## src/design/ilp_pkg.sv

```systemverilog
// ----------------------------------------------------------------------------
// ilp_pkg: shared types and helpers for the integer literal parser
// Character codes, scan phases, number bases and the digit decoder.
// ----------------------------------------------------------------------------
package ilp_pkg;

   localparam int ValueWidth = 64;
   localparam int CharWidth  = 8;
   // Product width: value times sixteen plus one digit
   localparam int WideWidth  = ValueWidth + 4;

   localparam logic [CharWidth-1:0] CharMinus = 8'h2d;  // '-'
   localparam logic [CharWidth-1:0] CharZero  = 8'h30;  // '0'
   localparam logic [CharWidth-1:0] CharNine  = 8'h39;  // '9'
   localparam logic [CharWidth-1:0] CharLowA  = 8'h61;  // 'a'
   localparam logic [CharWidth-1:0] CharLowB  = 8'h62;  // 'b'
   localparam logic [CharWidth-1:0] CharLowF  = 8'h66;  // 'f'
   localparam logic [CharWidth-1:0] CharLowX  = 8'h78;  // 'x'
   localparam logic [CharWidth-1:0] CharUpA   = 8'h41;  // 'A'
   localparam logic [CharWidth-1:0] CharUpF   = 8'h46;  // 'F'

   typedef enum logic [1:0] {
      PH_START  = 2'd0,
      PH_MINUS  = 2'd1,
      PH_ZERO   = 2'd2,
      PH_DIGITS = 2'd3
   } phase_type;

   typedef enum logic [1:0] {
      BASE_DEC = 2'd0,
      BASE_BIN = 2'd1,
      BASE_OCT = 2'd2,
      BASE_HEX = 2'd3
   } base_type;

   // Finished literal handed from the scanner to the output stage
   typedef struct packed {
      logic                  ok;
      logic                  negative;
      logic [ValueWidth-1:0] magnitude;
   } result_type;

   typedef struct packed {
      logic       valid;
      logic [3:0] value;
   } digit_type;

   // Decode a character as a digit of the given base
   function automatic digit_type decode_digit(logic [CharWidth-1:0] c, base_type base);
      digit_type d;
      logic [CharWidth-1:0] off;
      d   = '0;
      off = '0;
      if (c >= CharZero && c <= CharNine) begin
         off = c - CharZero;
         d.valid = 1'b1;
         d.value = off[3:0];
      end else if (c >= CharLowA && c <= CharLowF) begin
         off = c - CharLowA + 8'd10;
         d.valid = 1'b1;
         d.value = off[3:0];
      end else if (c >= CharUpA && c <= CharUpF) begin
         off = c - CharUpA + 8'd10;
         d.valid = 1'b1;
         d.value = off[3:0];
      end
      unique case (base)
         BASE_BIN: if (d.value > 4'd1) d.valid = 1'b0;
         BASE_OCT: if (d.value > 4'd7) d.valid = 1'b0;
         BASE_DEC: if (d.value > 4'd9) d.valid = 1'b0;
         BASE_HEX: ;
         default:  d.valid = 1'b0;
      endcase
      return d;
   endfunction

endpackage

```

## src/design/ilp_scan.sv

```systemverilog
// ----------------------------------------------------------------------------
// ilp_scan: literal scanner
// Holds the per-literal state and folds one character per taken cycle into the
// accumulator; shows the finished literal while the last item is taken.
// ----------------------------------------------------------------------------
module ilp_scan
   import ilp_pkg::*;
(
   input  logic                 clock,
   input  logic                 reset,
   input  logic                 take,
   input  logic [CharWidth-1:0] char_code,
   input  logic                 char_present,
   input  logic                 last_char,
   output result_type           result
);

   phase_type             phase_ff, phase_in;
   base_type              base_ff, base_in;
   logic                  negative_ff, negative_in;
   logic [ValueWidth-1:0] acc_ff, acc_in;
   logic                  seen_ff, seen_in;
   logic                  overflow_ff, overflow_in;
   logic                  stopped_ff, stopped_in;

   digit_type             digit;
   logic [WideWidth-1:0]  acc_wide;
   logic [WideWidth-1:0]  scaled;
   logic [WideWidth-1:0]  product;
   logic                  feed;
   logic                  is_prefix;

   assign acc_wide = {4'd0, acc_ff};
   assign digit    = decode_digit(char_code, base_ff);

   always_comb begin
      unique case (base_ff)
         BASE_BIN: scaled = acc_wide << 1;
         BASE_OCT: scaled = acc_wide << 3;
         BASE_HEX: scaled = acc_wide << 4;
         BASE_DEC: scaled = (acc_wide << 3) + (acc_wide << 1);
         default:  scaled = '0;
      endcase
   end

   assign product   = scaled + {{(WideWidth-4){1'b0}}, digit.value};
   assign is_prefix = (char_code == CharLowB) || (char_code == CharLowX);

   // Next state: phase decisions first, digit accumulation after
   always_comb begin
      phase_in    = phase_ff;
      base_in     = base_ff;
      negative_in = negative_ff;
      acc_in      = acc_ff;
      seen_in     = seen_ff;
      overflow_in = overflow_ff;
      stopped_in  = stopped_ff;
      feed        = 1'b0;
      if (char_present) begin
         unique case (phase_ff)
            PH_START, PH_MINUS: begin
               if (phase_ff == PH_START && char_code == CharMinus) begin
                  negative_in = 1'b1;
                  phase_in    = PH_MINUS;
               end else if (char_code == CharZero) begin
                  base_in  = BASE_OCT;
                  acc_in   = '0;
                  seen_in  = 1'b1;
                  phase_in = PH_ZERO;
               end else begin
                  phase_in = PH_DIGITS;
                  feed     = 1'b1;
               end
            end
            PH_ZERO: begin
               phase_in = PH_DIGITS;
               if (is_prefix) begin
                  base_in = (char_code == CharLowB) ? BASE_BIN : BASE_HEX;
                  acc_in  = '0;
                  seen_in = 1'b0;
               end else begin
                  feed = 1'b1;
               end
            end
            PH_DIGITS: feed = 1'b1;
            default:   feed = 1'b0;
         endcase
      end
      if (feed && !stopped_ff) begin
         if (!digit.valid) begin
            stopped_in = 1'b1;
         end else begin
            overflow_in = overflow_ff | (product[WideWidth-1:ValueWidth] != '0);
            acc_in      = product[ValueWidth-1:0];
            seen_in     = 1'b1;
         end
      end
   end

   always_comb begin
      result.ok        = seen_in && !overflow_in;
      result.negative  = negative_in;
      result.magnitude = acc_in;
   end

   always_ff @(posedge clock) begin
      if (reset || (take && last_char)) begin
         phase_ff    <= PH_START;
         base_ff     <= BASE_DEC;
         negative_ff <= 1'b0;
         acc_ff      <= '0;
         seen_ff     <= 1'b0;
         overflow_ff <= 1'b0;
         stopped_ff  <= 1'b0;
      end else if (take) begin
         phase_ff    <= phase_in;
         base_ff     <= base_in;
         negative_ff <= negative_in;
         acc_ff      <= acc_in;
         seen_ff     <= seen_in;
         overflow_ff <= overflow_in;
         stopped_ff  <= stopped_in;
      end
   end

endmodule

```

## src/design/integer_literal_parser.sv

```systemverilog
// A last item passes the input register, the scan stage and the output register
// before rsp_tvalid rises, and waits longer while the result side stalls.
// Throughput: one item per cycle unless a last item waits for room; the scanner folds one character a cycle.
// Reset clears all valid flags and the scan state; a literal in flight is lost.
// ----------------------------------------------------------------------------
// integer_literal_parser: C-style integer literal parser
// Parses a decimal, octal, binary or hex literal with optional minus sign
// into a 64-bit two's complement value with an ok flag.
// ----------------------------------------------------------------------------
module integer_literal_parser
   import ilp_pkg::*;
(
   input  logic                  clock,
   input  logic                  reset,
   input  logic                  req_tvalid,
   output logic                  req_tready,
   input  logic [CharWidth-1:0]  req_tdata,   // [7:0] char_code
   input  logic                  req_tuser,   // [0] char_present
   input  logic                  req_tlast,   // last_char
   output logic                  rsp_tvalid,
   input  logic                  rsp_tready,
   output logic [ValueWidth-1:0] rsp_tdata,   // [63:0] parsed_value
   output logic                  rsp_tuser    // [0] parse_ok
);

   logic                  in_valid_ff, in_valid_in;
   logic [CharWidth-1:0]  char_ff;
   logic                  present_ff;
   logic                  last_ff;

   logic                  fin_valid_ff, fin_valid_in;
   result_type            fin_ff;
   result_type            scan_result;

   logic                  rsp_valid_ff, rsp_valid_in;
   logic                  rsp_ok_ff;
   logic [ValueWidth-1:0] rsp_value_ff;

   logic                  out_move;
   logic                  fin_free;
   logic                  take;
   logic                  req_take;

   assign out_move   = !rsp_valid_ff || rsp_tready;
   assign fin_free   = !fin_valid_ff || out_move;
   // A character that closes no literal needs no room downstream
   assign take       = in_valid_ff && (!last_ff || fin_free);
   assign req_tready = !in_valid_ff || take;
   assign req_take   = req_tvalid && req_tready;

   assign in_valid_in  = req_take || (in_valid_ff && !take);
   assign fin_valid_in = (take && last_ff) || (fin_valid_ff && !out_move);
   assign rsp_valid_in = out_move ? fin_valid_ff : rsp_valid_ff;

   ilp_scan u_scan (
      .clock        (clock),
      .reset        (reset),
      .take         (take),
      .char_code    (char_ff),
      .char_present (present_ff),
      .last_char    (last_ff),
      .result       (scan_result)
   );

   always_ff @(posedge clock) begin
      if (reset) begin
         in_valid_ff  <= 1'b0;
         fin_valid_ff <= 1'b0;
         rsp_valid_ff <= 1'b0;
      end else begin
         in_valid_ff  <= in_valid_in;
         fin_valid_ff <= fin_valid_in;
         rsp_valid_ff <= rsp_valid_in;
      end
   end

   always_ff @(posedge clock) begin
      if (req_take) begin
         char_ff    <= req_tdata;
         present_ff <= req_tuser;
         last_ff    <= req_tlast;
      end
      if (take && last_ff) begin
         fin_ff <= scan_result;
      end
      if (out_move && fin_valid_ff) begin
         rsp_ok_ff <= fin_ff.ok;
         if (!fin_ff.ok) begin
            rsp_value_ff <= '0;
         end else if (fin_ff.negative) begin
            rsp_value_ff <= ValueWidth'(0) - fin_ff.magnitude;
         end else begin
            rsp_value_ff <= fin_ff.magnitude;
         end
      end
   end

   assign rsp_tvalid = rsp_valid_ff;
   assign rsp_tdata  = rsp_value_ff;
   assign rsp_tuser  = rsp_ok_ff;

endmodule

```

## config.mk

```make
export PLATFORM = sky130hd
export DESIGN_NAME = integer_literal_parser
export DESIGN_NICKNAME = d
export VERILOG_FILES = /design/src/design/ilp_pkg.sv /design/src/design/ilp_scan.sv /design/src/design/integer_literal_parser.sv
export SDC_FILE = /design/constraint.sdc
export NUM_CORES = 1
export LEC_CHECK = 0
export ABC_AREA = 1
export CELL_PAD_IN_SITES_DETAIL_PLACEMENT = 0
export CELL_PAD_IN_SITES_GLOBAL_PLACEMENT = 1
export CORE_MARGIN = 3
export CORE_UTILIZATION = 35
export DETAILED_ROUTE_END_ITERATION = 10
export DONT_BUFFER_PORTS = 1
export PLACE_DENSITY = 0.65
export SLEW_MARGIN = 20
export SYNTH_ARGS = -nofsm -noshare
export SYNTH_HDL_FRONTEND = slang
export SYNTH_SLANG_ARGS = --single-unit
export TNS_END_PERCENT = 5
```

## constraint.sdc

```tcl
create_clock -name clock -period 7.1 [get_ports clock]
set_input_delay 0.355 -clock clock [delete_from_list [all_inputs] [get_ports clock]]
set_output_delay 0.355 -clock clock [all_outputs]
set_load 0.1 [all_outputs]
```

== Word-level counts from Yosys, hierarchy flattened ==
Index checks and enable logic that the tools add are counted.

* Flip-flop bits (word level): 216
* Input port bits: 14
* Output and inout port bits: 67
* Logic and storage cells: 127

* Add/sub/neg operators: 8
* Magnitude comparators: 9
* Equality and inequality tests: 13
* Mux-type cells: 41
* Bitwise gates (word level): 2
* Reduce and logical (&&, ||, !) cells: 36

{| class="wikitable"
|+ Operators by type and width
! cell !! count
|-
| $mux W64 || 7
|-
| $pmux W68 S4 || 1
|-
| $pmux W64 S2 || 1
|-
| $add A67 B65 Y68 || 1
|-
| $add A68 B4 Y68 || 1
|-
| $sub A1 B64 Y64 const A || 1
|-
| $mux W1 || 19
|-
| $eq A8 B6 Y1 const B || 2
|-
| $eq A8 B7 Y1 const B || 2
|-
| $ge A8 B7 Y1 const B || 2
|-
| $le A8 B7 Y1 const B || 2
|-
| $mux W5 || 3
|-
| $logic_and A1 B1 Y1 || 12
|-
| $sub A4 B1 Y4 const B || 3
|-
| $mux W2 || 5
|-
| $add A4 B4 Y4 const B || 2
|-
| $eq A2 B2 Y1 const B || 4
|-
| $ge A8 B6 Y1 const B || 1
|-
| $le A8 B6 Y1 const B || 1
|-
| $logic_not A1 Y1 || 8
|-
| $logic_or A1 B1 Y1 || 8
|-
| $pmux W2 S2 || 2
|-
| $pmux W1 S3 || 2
|-
| $reduce_and A3 Y1 || 2
|-
| other kinds (14) || 17
|}

== Depth between registers and ports, before layout ==
* Depth after elaboration: 12
* Gate-level depth with buffers: 34
* Mapped depth without buffers: 34

== Cells and area by module ==
Synthesis repeated with hierarchy kept, for this count alone.

* Cell total of the unflattened synthesis: 3515
* Area total of the unflattened synthesis: 20941.3 um^2

{| class="wikitable"
|+ By module, submodules not included
! module !! instances !! cells each !! area each (um^2)
|-
| ilp_scan || 1 || 2782 || 14053.5
|-
| integer_literal_parser || 1 || 733 || 6887.9
|}

== Worst setup path before layout ==
OpenSTA, ideal clock, no wires.

* Kind: reg2reg
* From: register rsp_valid_ff, in the netlist rsp_tvalid
* To: register rsp_value_ff[0], in the netlist rsp_tdata[0] (enable)
* Data arrival time: 3.562 ns
* Required time: 6.611 ns
* Setup slack: 3.049 ns
* Cell stages (with the launch flop): 4
* Period minus slack after synthesis: 4.051 ns
* Cells stage by stage: dfxtp_1 -> inv_1 -> nor2_1 -> nor2_1

* Cells in the longest elaborated chain, start to end: 3

{| class="wikitable"
|+ RTL lines
! what !! RTL line !! text
|-
| from (decl) || integer_literal_parser.sv:35 || <nowiki>logic rsp_valid_ff, rsp_valid_in;</nowiki>
|-
| from (signal assigned) || integer_literal_parser.sv:73 || <nowiki>rsp_valid_ff <= rsp_valid_in;</nowiki>
|-
| $logic_not A1 Y1 || integer_literal_parser.sv:44 || <nowiki>assign out_move = !rsp_valid_ff || rsp_tready;</nowiki>
|-
| $logic_or A1 B1 Y1 || integer_literal_parser.sv:44 ||
|-
| $logic_and A1 B1 Y1 || integer_literal_parser.sv:86 || <nowiki>if (out_move && fin_valid_ff) begin</nowiki>
|-
| to (signal assigned) || integer_literal_parser.sv:91 || <nowiki>rsp_value_ff <= ValueWidth'(0) - fin_ff.magnitude;</nowiki>
|-
| to (signal assigned) || integer_literal_parser.sv:93 || <nowiki>rsp_value_ff <= fin_ff.magnitude;</nowiki>
|-
| to (decl) || integer_literal_parser.sv:37 || <nowiki>logic [ValueWidth-1:0] rsp_value_ff;</nowiki>
|}

No other way between the ends.
A chain may end at the register's enable or synchronous reset.

==> report_table.html <==
<table>
<tr><th>Metric</th><th>Value</th></tr>
<tr><th colspan="2">Outcome</th></tr>
<tr><td>Run status</td><td>complete, no violations</td></tr>
<tr><th colspan="2">Min path</th></tr>
<tr><td>Startpoint of the most critical hold path</td><td>rsp_tready</td></tr>
<tr><td>Hold Path Class</td><td>input pin to register</td></tr>
<tr><th colspan="2">Cells and area</th></tr>
<tr><td>Commonest non-fill, non-tap cells in the layout</td><td>sky130_fd_sc_hd__nand2_1, sky130_fd_sc_hd__inv_1, sky130_fd_sc_hd__nor2_1</td></tr>
<tr><td>Final core utilization</td><td>~39%</td></tr>
<tr><td>Fraction of final layout cells with drive strength greater than 1</td><td>6.86%</td></tr>
<tr><td>Layout net count</td><td>between 3000 and 4000</td></tr>
<tr><td>Number of diodes added for antenna fixing</td><td>0</td></tr>
<tr><td>Layout overhead on the synthesized area</td><td>7.79%</td></tr>
<tr><td>Leading cell type in the layout, fill and taps excluded</td><td>sky130_fd_sc_hd__nand2_1</td></tr>
<tr><th colspan="2">Drt</th></tr>
<tr><td>Via-to-Cell Ratio</td><td>5.11</td></tr>
<tr><td>Number of nets with antenna violations after routing</td><td>0</td></tr>
<tr><td>Routed wire per std cell</td><td>roughly 19 um</td></tr>
<tr><td>TritonRoute pass-1 iters</td><td>5</td></tr>
<tr><td>Post-route DRC</td><td>0</td></tr>
<tr><td>Total Routed Length</td><td>77200 um</td></tr>
<tr><td>Number of vias after detailed routing</td><td>~21000</td></tr>
<tr><td>DRC violation total after the first TritonRoute iteration</td><td>1756</td></tr>
<tr><th colspan="2">Setup path</th></tr>
<tr><td>Setup crit start</td><td>char_ff[1]</td></tr>
<tr><td>Launching element type of the critical path</td><td>register</td></tr>
<tr><td>Crit Path Max Fanout</td><td>6</td></tr>
<tr><td>Largest stage delay, worst path</td><td>between 0.5 and 0.6 ns</td></tr>
<tr><td>FF-to-FF Start</td><td>char_ff[1]</td></tr>
<tr><td>Worst endpoint data arrival time</td><td>4.94 ns</td></tr>
<tr><td>Slack of the worst reg-to-reg path</td><td>2.44 ns</td></tr>
<tr><td>Crit path capture type</td><td>register</td></tr>
<tr><td>Critical setup path kind</td><td>register to register</td></tr>
<tr><td>Most frequent CP cell</td><td>sky130_fd_sc_hd__nand2_1</td></tr>
<tr><td>Required @ worst endpoint</td><td>7.38 ns</td></tr>
<tr><td>Library cell contributing the largest single delay on the critical path</td><td>sky130_fd_sc_hd__o311ai_2</td></tr>
<tr><th colspan="2">Global route</th></tr>
<tr><td>Overall fraction of global-route tracks in use</td><td>between 20% and 30%</td></tr>
<tr><td>Remaining global-route overflow</td><td>0</td></tr>
<tr><td>Largest net degree at the start of global routing</td><td>between 100 and 150</td></tr>
<tr><td>Via count of the first global-routing pass</td><td>a little under 20000</td></tr>
<tr><td>Wire length of the first global-routing pass</td><td>approximately 120000 um</td></tr>
<tr><td>Initial antenna violation count</td><td>1</td></tr>
<tr><th colspan="2">Clock tree</th></tr>
<tr><td>Total clock sinks</td><td>about 220</td></tr>
<tr><td>TritonCTS Buffers</td><td>23</td></tr>
<tr><td>Clock latency on the worst-skew pair</td><td>between 0.5 and 0.6 ns</td></tr>
<tr><td>H-tree level count</td><td>1</td></tr>
<tr><td>CTS max path bufs</td><td>3</td></tr>
<tr><td>Post-CTS repair timing setup buffer count</td><td>0</td></tr>
<tr><td>Hold-fix buffers at CTS</td><td>12</td></tr>
<tr><td>Clock tree from TritonCTS</td><td>done</td></tr>
<tr><td>Clock transition at path regs</td><td>~0.070 ns</td></tr>
<tr><td>Number of gates resized after cts</td><td>0</td></tr>
<tr><td>CTS root buf</td><td>sky130_fd_sc_hd__clkbuf_16</td></tr>
<tr><th colspan="2">Run</th></tr>
<tr><td>MaxCap Viol Count</td><td>0</td></tr>
<tr><th colspan="2">Yosys</th></tr>
<tr><td>Share of flip-flops with an asynchronous set or reset after synthesis</td><td>0%</td></tr>
<tr><td>Yosys warning total</td><td>0</td></tr>
<tr><td>Mean cell area of the mapped netlist</td><td>between 6 and 7 sq um</td></tr>
<tr><td>Number of synthesized register bits</td><td>between 200 and 250</td></tr>
<tr><td>Number of instances in the synthesized netlist</td><td>between 3000 and 4000</td></tr>
<tr><td>Post-synth cell types</td><td>between 60 and 70</td></tr>
<tr><td>Share of the yosys chip area belonging to registers</td><td>28.1%</td></tr>
<tr><td>Count of flip-flops with a built-in enable after synthesis</td><td>141</td></tr>
<tr><td>Cell area after technology mapping</td><td>a little over 0.02 sq mm</td></tr>
<tr><td>Most common flop cell mapped by yosys</td><td>sky130_fd_sc_hd__edfxtp_1</td></tr>
<tr><td>Nets in the synthesized netlist</td><td>3415</td></tr>
<tr><th colspan="2">STA</th></tr>
<tr><td>Total count of hold-check failures in the final report</td><td>0</td></tr>
<tr><td>Total negative slack</td><td>0 ns</td></tr>
<tr><td>FMAX</td><td>215 MHz</td></tr>
<tr><td>Count of endpoints failing setup in the final report</td><td>0</td></tr>
<tr><td>Final period util</td><td>65.6%</td></tr>
<tr><td>Unrepaired setup endpoints after global routing</td><td>false</td></tr>
<tr><td>Clock period minus worst slack</td><td>4.66 ns</td></tr>
<tr><td>Worst setup slack after layout</td><td>2.44 ns</td></tr>
<tr><td>Maximum clock skew at final layout</td><td>between 0.015 and 0.02 ns</td></tr>
<tr><td>Final count of pins violating max slew</td><td>0</td></tr>
<tr><td>Worst-margin pin slew</td><td>roughly 1.1 ns</td></tr>
<tr><td>Worst rel slew slack</td><td>roughly a quarter</td></tr>
<tr><th colspan="2">Power</th></tr>
<tr><td>Internal power summed over all cells</td><td>about 2.3 mW</td></tr>
<tr><td>Clock network power share</td><td>between 30% and 40%</td></tr>
<tr><td>Cell area power density</td><td>155 mW/mm^2</td></tr>
<tr><td>Final Power</td><td>about 3.4 mW</td></tr>
<tr><td>Maximum vdd ir drop</td><td>0.168 mV</td></tr>
<tr><td>Portion of total power attributed to sequential cells</td><td>about 44%</td></tr>
<tr><td>Switching Share</td><td>between 30% and 40%</td></tr>
<tr><td>Power dissipated by switching net loads</td><td>~1.1 mW</td></tr>
<tr><td>Combinational power share</td><td>between 10% and 20%</td></tr>
<tr><td>Pleak</td><td>between 10 and 15 nW</td></tr>
<tr><th colspan="2">Floorplan</th></tr>
<tr><td>Area of the die</td><td>approximately 0.061 sq mm</td></tr>
<tr><td>Core Area</td><td>0.0570 sq mm</td></tr>
<tr><td>Standard-cell rows</td><td>87</td></tr>
<tr><td>Die width</td><td>approximately 250 um</td></tr>
<tr><td>Number of top-level design ports</td><td>81</td></tr>
<tr><td>Starting density of the core</td><td>a little over a third</td></tr>
<tr><td>Die height</td><td>between 200 and 250 um</td></tr>
<tr><th colspan="2">Place</th></tr>
<tr><td>Minimum setup slack after placement</td><td>2.41 ns</td></tr>
<tr><td>Total half-perimeter wirelength after legalization and detailed placement</td><td>61800 um</td></tr>
<tr><td>Routability Congestion</td><td>a little under 1</td></tr>
<tr><td>Count of buffers from port buffering</td><td>0</td></tr>
</table>
## power by group through the flow
| stage | Sequential, mW | Clock, mW | Combinational, mW |
|---|---|---|---|
| floorplan | 1.50 | 0 | 0.447 |
| global placement | 1.54 | 0 | 0.633 |
| detailed placement | 1.54 | 0 | 0.636 |
| CTS | 1.51 | 1.28 | 0.645 |
| global route | 1.52 | 1.33 | 0.730 |
| finish | 1.52 | 1.25 | 0.654 |
## flip-flops by register name (all words and copies together), names as in the netlist
signal and flops:
u_scan.overflow_ff 1, in_valid_ff 1, u_scan.stopped_ff 1, rsp_tuser 1
u_scan.acc_ff 64, fin_ff 66, rsp_tdata 64, u_scan.negative_ff 1
u_scan.seen_ff 1, char_ff 8, rsp_tvalid 1, u_scan.phase_ff 2
u_scan.base_ff 2, fin_valid_ff 1, last_ff 1, present_ff 1
## worst paths after layout
| kind | to | cells past startpoint |
|---|---|---|
| max | fin_ff[65] | 32 |
| min | rsp_tvalid | 3 |
| max reg2reg | fin_ff[65] | 32 |
| min reg2reg | u_scan.overflow_ff | 2 |
## logic make-up (layout without fill, tap and decap cells)
family / after synthesis / after routing / synth area share, %
AOI/OAI and AO/OA: 521 / 521 / 14.2
xor gates and xnor gates: 36 / 36 / 1.55
adders and majority gates: 72 / 72 / 4.49
buffers and inverters: 738 / 719 / 13.9
DFF: 216 / 216 / 28.1
and+or+nand+nor: 1746 / 1746 / 37.7
## metal layers
metal / vias up / wire length (um) / global-route usage (%) / share of wire (%)
met5: - / 0 / 0 / 0
met4: 0 / 1800 / 5.77 / 2.3
met3: 82 / 4250 / 1.38 / 5.5
met2: 631 / 33200 / 39.4 / 43
met1: 9511 / 38000 / 37.1 / 49
li1: 10600 / - / - / -
## Yosys cell counts (all sizes together) (3+ instances only)
| cell | n | share of area, % |
|---|---|---|
| a21oi | 198 | 5.0 |
| a221oi | 21 | 0.90 |
| a31oi | 8 | 0.25 |
| and2 | 6 | 0.18 |
| and3 | 10 | 0.31 |
| buf | 34 | 0.94 |
| clkbuf | 53 | 0.98 |
| clkinv | 6 | 0.11 |
| dfxtp | 75 | 7.4 |
| edfxtp | 141 | 21 |
| ha | 70 | 4.3 |
| inv | 645 | 12 |
| nand2 | 951 | 18 |
| nand3 | 250 | 6.7 |
| nand3b | 21 | 0.79 |
| nand4 | 34 | 1.0 |
| nor2 | 397 | 8.7 |
| nor3 | 57 | 1.5 |
| nor3b | 3 | 0.11 |
| nor4 | 13 | 0.43 |
| o211ai | 4 | 0.17 |
| o21a | 4 | 0.15 |
| o21ai | 258 | 6.4 |
| o21bai | 3 | 0.11 |
| o22ai | 5 | 0.15 |
| or2 | 3 | 0.092 |
| xnor2 | 8 | 0.34 |
| xor2 | 28 | 1.2 |
## final cells by class
class | count | area, sq um
timing repair buffer | 27 | 233
sequential | 216 | 5740
inverter | 651 | 2450
clock inverter | 18 | 184
clock buffer | 23 | 576
fill | 6212 | 35100
multi-input combinational | 2375 | 11900
tap | 756 | 946
## critical path, delay by kind of cell (launching register included)
family / cells / cell delay (ns)
flip-flops: 1 / 0.39
adder cells (fa/ha/maj): 3 / 0.79
AND/OR/NAND/NOR: 21 / 1.98
buffers and inverters: 5 / 0.45
AO/OA/AOI/OAI: 3 / 0.78
## per-stage QoR
step / instance area [sq um] / hold slack (ns) / instances
after floorplan: 20400 / 0.424 / 3329
after global placement: 21100 / 0.425 / 4013
after detailed placement: 21100 / 0.429 / 4013
after CTS: 22000 / 0.0383 / 4066
after global routing: 22000 / 0.0809 / 4066
final: 22000 / 0.0630 / 4066
Power figures use the tool's default switching activity.
